File: src/hdl/dvdi_pkg.sv
package dvdi_pkg;

   localparam int DEPTH_DEF = 1024;
   localparam int TIME_W = 48;
   localparam int SAMPLE_W = 16;
   localparam int MAXD_W = 32;
   localparam int CSR_IDX_W = 2;
   localparam int CSR_DATA_W = 32;

   // register indexes
   localparam logic [CSR_IDX_W-1:0] CSR_MAX_DELAY = 2'd0;
   localparam logic [CSR_IDX_W-1:0] CSR_INIT_VALUE = 2'd1;

   localparam logic [MAXD_W-1:0] MAX_DELAY_RST = 32'd1024;
   localparam logic [SAMPLE_W-1:0] INIT_VALUE_RST = 16'd0;

   // interpolation operand widths
   localparam int X_W = TIME_W + 2;
   localparam int DT_W = TIME_W + 1;
   localparam int D_W = SAMPLE_W + 1;
   localparam int QBITS = 18;

   typedef struct packed {
      logic start;
      logic signed [X_W-1:0] x;
      logic signed [D_W-1:0] d;
      logic signed [DT_W-1:0] dt;
      logic signed [SAMPLE_W-1:0] sa;
   } interp_req_type;

   typedef struct packed {
      logic done;
      logic signed [SAMPLE_W-1:0] value;
   } interp_rsp_type;

endpackage

File: src/hdl/dvdi_interp.sv
module dvdi_interp (
   input  logic clock,
   input  logic reset,
   input  dvdi_pkg::interp_req_type req,
   output dvdi_pkg::interp_rsp_type rsp
);

   localparam int XW = dvdi_pkg::X_W;
   localparam int DW = dvdi_pkg::D_W;
   localparam int TW = dvdi_pkg::DT_W;
   localparam int SW = dvdi_pkg::SAMPLE_W;
   localparam int QB = dvdi_pkg::QBITS;
   localparam int LOW_W = 25;
   localparam int HIGH_W = XW - LOW_W;
   localparam int PP_W = LOW_W + DW;
   localparam int PR_W = XW + DW;
   localparam int CW = $clog2(QB + 1);
   localparam int RW = QB + 3;

   typedef enum logic [2:0] {
      I_IDLE, I_MUL0, I_MUL1, I_SUM, I_CHK, I_DIV, I_OUT
   } istate_type;

   istate_type state_ff;
   logic [XW-1:0] ax_ff;
   logic [DW-1:0] ad_ff;
   logic [TW-1:0] adt_ff;
   logic neg_ff, zero_ff, ovf_ff, done_ff;
   logic signed [SW-1:0] sa_ff, value_ff;
   logic [PP_W-1:0] plo_ff, phi_ff;
   logic [PR_W-1:0] prod_ff;
   logic [TW-1:0] rem_ff;
   logic [QB-1:0] low_ff, q_ff;
   logic [CW-1:0] cnt_ff;

   logic [TW:0] rem2;
   logic ge;
   logic [QB:0] qsel;
   logic signed [RW-1:0] r;

   // one restoring division step
   assign rem2 = {rem_ff, low_ff[QB-1]};
   assign ge = rem2 >= {1'b0, adt_ff};

   // signed sum and saturation
   assign qsel = ovf_ff ? {1'b1, {QB{1'b0}}} : {1'b0, q_ff};
   assign r = RW'(sa_ff) + (neg_ff ? -RW'(signed'({1'b0, qsel}))
                                    : RW'(signed'({1'b0, qsel})));

   always_ff @(posedge clock) begin
      if (reset) begin
         state_ff <= I_IDLE;
         done_ff <= 1'b0;
      end else begin
         done_ff <= 1'b0;
         unique case (state_ff)
            I_IDLE: begin
               if (req.start) begin
                  ax_ff <= req.x[XW-1] ? XW'(-req.x) : XW'(req.x);
                  ad_ff <= req.d[DW-1] ? DW'(-req.d) : DW'(req.d);
                  adt_ff <= req.dt[TW-1] ? TW'(-req.dt) : TW'(req.dt);
                  neg_ff <= (req.x[XW-1] ^ req.d[DW-1]) ^ req.dt[TW-1];
                  zero_ff <= req.dt == '0;
                  sa_ff <= req.sa;
                  state_ff <= I_MUL0;
               end
            end
            I_MUL0: begin
               plo_ff <= PP_W'(ax_ff[LOW_W-1:0] * ad_ff);
               state_ff <= zero_ff ? I_OUT : I_MUL1;
            end
            I_MUL1: begin
               phi_ff <= PP_W'(ax_ff[XW-1:LOW_W] * ad_ff);
               state_ff <= I_SUM;
            end
            I_SUM: begin
               prod_ff <= {phi_ff[PR_W-LOW_W-1:0], {LOW_W{1'b0}}} + PR_W'(plo_ff);
               state_ff <= I_CHK;
            end
            I_CHK: begin
               // quotient at or above 2^QB saturates anyway
               ovf_ff <= prod_ff[PR_W-1:QB] >= adt_ff;
               rem_ff <= prod_ff[PR_W-1:QB];
               low_ff <= prod_ff[QB-1:0];
               q_ff <= '0;
               cnt_ff <= CW'(QB);
               state_ff <= I_DIV;
            end
            I_DIV: begin
               if (ovf_ff || cnt_ff == '0) begin
                  state_ff <= I_OUT;
               end else begin
                  rem_ff <= ge ? TW'(rem2 - {1'b0, adt_ff}) : rem2[TW-1:0];
                  low_ff <= {low_ff[QB-2:0], 1'b0};
                  q_ff <= {q_ff[QB-2:0], ge};
                  cnt_ff <= cnt_ff - 1'b1;
               end
            end
            I_OUT: begin
               if (zero_ff) begin
                  value_ff <= sa_ff;
               end else if (r > RW'(32767)) begin
                  value_ff <= 16'sh7fff;
               end else if (r < -RW'(32768)) begin
                  value_ff <= 16'sh8000;
               end else begin
                  value_ff <= r[SW-1:0];
               end
               done_ff <= 1'b1;
               state_ff <= I_IDLE;
            end
            default: state_ff <= I_IDLE;
         endcase
      end
   end

   assign rsp.done = done_ff;
   assign rsp.value = value_ff;

endmodule

File: config.mk
export PLATFORM = sky130hd
export DESIGN_NAME = dvdi_interp
export DESIGN_NICKNAME = d
export VERILOG_FILES = /design/src/hdl/dvdi_pkg.sv /design/src/hdl/dvdi_interp.sv
export SDC_FILE = /design/constraint.sdc
export NUM_CORES = 2
export LEC_CHECK = 0
export BUFFER_PORTS_ARGS = -buffer_cell sky130_fd_sc_hd__buf_4
export CORE_MARGIN = 2
export CORE_UTILIZATION = 59
export CTS_CLUSTER_DIAMETER = 120
export CTS_CLUSTER_SIZE = 30
export DETAILED_ROUTE_END_ITERATION = 7
export PLACE_DENSITY = 0.79
export SYNTH_ARGS = -nofsm -noshare
export SYNTH_HDL_FRONTEND = slang
export SYNTH_SLANG_ARGS = --single-unit
export TNS_END_PERCENT = 50
File: constraint.sdc
create_clock -name clock -period 5.95 [get_ports clock]
set_clock_uncertainty 0.2 [all_clocks]
set_input_delay 0 -clock clock [delete_from_list [all_inputs] [get_ports clock]]
set_output_delay 0 -clock clock [all_outputs]
set_load 0.02 [all_outputs]
==> summary.md <==
| Metric | Value |
|---|---|
| TritonCTS clock tree | done |
| Register area | 11,900 sq um |
| Clk sink count | 396 |
| Critical path's slowest cell | fa_1 |
| Post-synth top area cell | fa_1 |
| WP buf/inv | 6 |
| Number of global-route vias before repair | 41,602 |
| Highest metal used | met4 |
| Top-area cell type share of the netlist area | 27.8% |
| Initial core utilization | 59.6% |
| Hold crit path type | input pin to register |
| # DRC | 0 |
| Post-Syn Nets | 6,445 |
| CTS root buf | clkbuf_16 |
| Core Region | 83,600 sq um |
| Maxcap violations | 0 |
| Nets@finish | 7,053 |
| Rows | 106 |
| Register area share after synthesis | 23.8% |
| Final min period | 6.60 ns |
| CTS buffer count | 19 |
| Synth Register Bits | 396 |
| Synth Warn # | 0 |
| Post-Synthesis Cells | 5,247 |
| Vias per inst | 5.67 |
| CP max FO | 7 |
| FILL cells | 5,778 |
| Drt first-iter violations | 3,562 |
| Crit. End Element | register |
| Post-route ant nets | 0 |
| Clk slew on worst S/H paths | 0.11 ns |
| GRT Total Usage | 30.3% |
| Final Instance Area | 59,400 sq um |
| Final-report hold violation count | 0 |
| Synth top area cells | fa_1 28%, edfxtp_1 24%, ha_1 9.3% |
| DRT Pass-1 Iters | 6 |
| Critical path, cell by cell | buf_4 > clkbuf_16 > nand2_1 > fa_1 > fa_1 > fa_1 > inv_1 > fa_1 > fa_1 > inv_1 > fa_1 > inv_2 > ha_4 > inv_2 > or4_4 > a211oi_4 > o21bai_2 > a211oi_2 > o31ai_2 > a21oi_2 > nand4_1 > o311ai_2 |
| Top delay family on crit path | adder cells |
| Number of synthesized flops with an enable pin | 392 |
| Layout area overhead | 19.4% |
| CP Class | register to register |
| Dominant synthesized flop cell | edfxtp_1 |
| Boundary Pins | 152 |
| Metal-1 WL | 52,200 um |
| Pre-CTS WS | -0.567 ns |
| Util after Layout | 71.1% |
| Final Max Tran Viols | 0 |
| Distinct cell type count of the synthesized netlist | 73 |
| Tcrit/Tclk final | 111% |
| Unrepaired setup endpoints after global routing | yes |
| Critical Path Most Common Cell | fa_1 |
| First-pass GRT wire length | 210,000 um |
| Longest Clk Path Bufs | 3 |
| Multi-input gate area | 34,700 sq um |
| Chip Height | 295 um |
| Post-DP HPWL | 98,000 um |
| H-tree depth | 1 |
| Relative slew slack | 11.5% |
| Initial antenna violation count | 1 |
| Synthesized area per cell | 9.49 sq um |
| Total gr overflow | 0 |
| Via Count | 39,432 |
| Failing checks | negative setup slack |
| Met3 wire len | 10,900 um |
| Pin count of the biggest net entering global routing | 104 |
| Layout cell share with drive strength beyond 1 | 14.5% |
| Max Fclk | 152 MHz |
| Mapped cell area | 49,800 sq um |
| Status | finished with violations |
| Ys async rst share | 0% |
| Largest stage delay, worst path | 0.54 ns |
| Die area | 86,700 sq um |
| Routed wl met2 | 61,800 um |
| Worst skew pair latency | 0.60 ns |
| Number of buffer cells added on primary ports | 151 |
| Critical path startpoint category | register |
| Gpl congestion | 0.965 |
| Final Setup Violations | 42 |
| Worst-Margin Slew | 1.32 ns |
| Avg WL per Cell | 18.8 um |
| Data required, critical path | 6.15 ns |
| Final WS setup | -0.651 ns |
| Total wire length | 131,000 um |
| Crit path DAT | 6.80 ns |
| DIE WIDTH | 295 um |
| Post-Place Cell Area | 55,100 sq um |
[Yosys cell counts (all sizes together) (85+ instances only)]
cell type  instances
xnor2            228
o21ai            190
nor2             130
inv              957
clkbuf           221
nand2            779
a21oi            173
fa               691
edfxtp           392
ha               372
a21o              85
and2             341
[flip-flops by register name (all words and copies together) (netlist names), 5 cells and up]
signal and count:
ad_ff 17, adt_ff 49, ax_ff 50, cnt_ff 5, low_ff 18, phi_ff 42, plo_ff 42, prod_ff 67
q_ff 18, rem_ff 49, sa_ff 16, value_ff 16
[layer usage]
layer	up-vias	track usage (%)
met2	1771	50.9
met5	-	0
met3	399	4.98
met1	19309	39.8
met4	0	11.1
li1	17953	-
[placed cells by master (no fill, tap or decap), types with 21 or more instances in the layout]
| cell type | Yosys | layout |
|---|---|---|
| a21o_1 | 85 | 84 |
| a21oi_1 | 173 | 144 |
| a21oi_2 | 0 | 27 |
| and2_1 | 341 | 309 |
| and2_4 | 0 | 32 |
| and3_1 | 32 | 31 |
| buf_12 | 0 | 28 |
| buf_4 | 1 | 503 |
| clkbuf_16 | 0 | 24 |
| dlygate4sd3_1 | 0 | 257 |
| edfxtp_1 | 392 | 392 |
| fa_1 | 691 | 670 |
| fa_2 | 0 | 21 |
| ha_1 | 372 | 334 |
| ha_4 | 0 | 33 |
| inv_1 | 957 | 931 |
| inv_2 | 0 | 26 |
| mux2i_1 | 46 | 46 |
| nand2_1 | 779 | 758 |
| nand2b_1 | 41 | 41 |
| nand3_1 | 33 | 31 |
| nand4_1 | 38 | 38 |
| nor2_1 | 130 | 121 |
| nor2b_1 | 32 | 29 |
| nor3_1 | 46 | 41 |
| o21a_1 | 35 | 35 |
| o21ai_0 | 188 | 164 |
| o21bai_1 | 24 | 23 |
| o31ai_1 | 36 | 34 |
| or3_1 | 27 | 27 |
| xnor2_1 | 228 | 222 |
| xor2_1 | 60 | 60 |
[layout make-up]
cell class              count  share of cell area, %
well taps                1080                   2.27
diodes                      3                 0.0126
multi-input cells        3666                   58.3
clock buffers              25                  0.872
inverters                 957                   6.04
clock inverters             7                  0.213
flip-flops and latches    396                   19.9
repair buffers            815                   12.3
[final timing paths]
path / start / end / slack [ns] / cells after the start
worst max-delay path: ad_ff[2] / plo_ff[40] / -0.65 / 22
worst max register to register: ad_ff[2] / plo_ff[40] / -0.65 / 22
worst min register to register: plo_ff[13] / prod_ff[13] / 0.22 / 0
worst min-delay path: req[130] / ax_ff[48] / 0.07 / 3
[repair_timing]
action	in CTS	in global routing
hold endpoints to repair	271	0
setup endpoints to repair	45	52
setup buffers	15	25
cloned	1	5
hold buffers	257	0
pin swaps	4	56
gates resized for setup	74	100
[cells by family after synthesis]
kind of cell | count (synthesis) | share of synthesized area (%)
xor+xnor | 288 | 5.07
compound gates | 684 | 8.71
mux | 49 | 0.993
simple gates | 1582 | 15.4
fa+ha+maj | 1063 | 37.1
flops | 396 | 23.8
buf+inv | 1185 | 8.94
[worst register-to-register path, delay by kind of cell (launching register included)]
| family | cells | cell delay, ns |
|---|---|---|
| buf+inv | 6 | 0.56 |
| flops | 1 | 0.47 |
| simple gates | 3 | 0.77 |
| fa+ha+maj | 7 | 3.29 |
| compound gates | 6 | 1.11 |
[metrics by stage]
stage	setup TNS (ns)	std cells	hold WS [ns]
finish	-16.11	6949	0.0726
global route	-25.96	6947	0.0824
CTS	-12.25	6916	0.0385
detailed placement	-14.19	6611	-0.0204
global placement	-11.56	6611	-0.0211
floorplan	-1.31	5247	-0.101
Power is left out: the tool's default activity adds up to more than one toggle a clock period on the data nets, which glitch-free logic cannot reach.
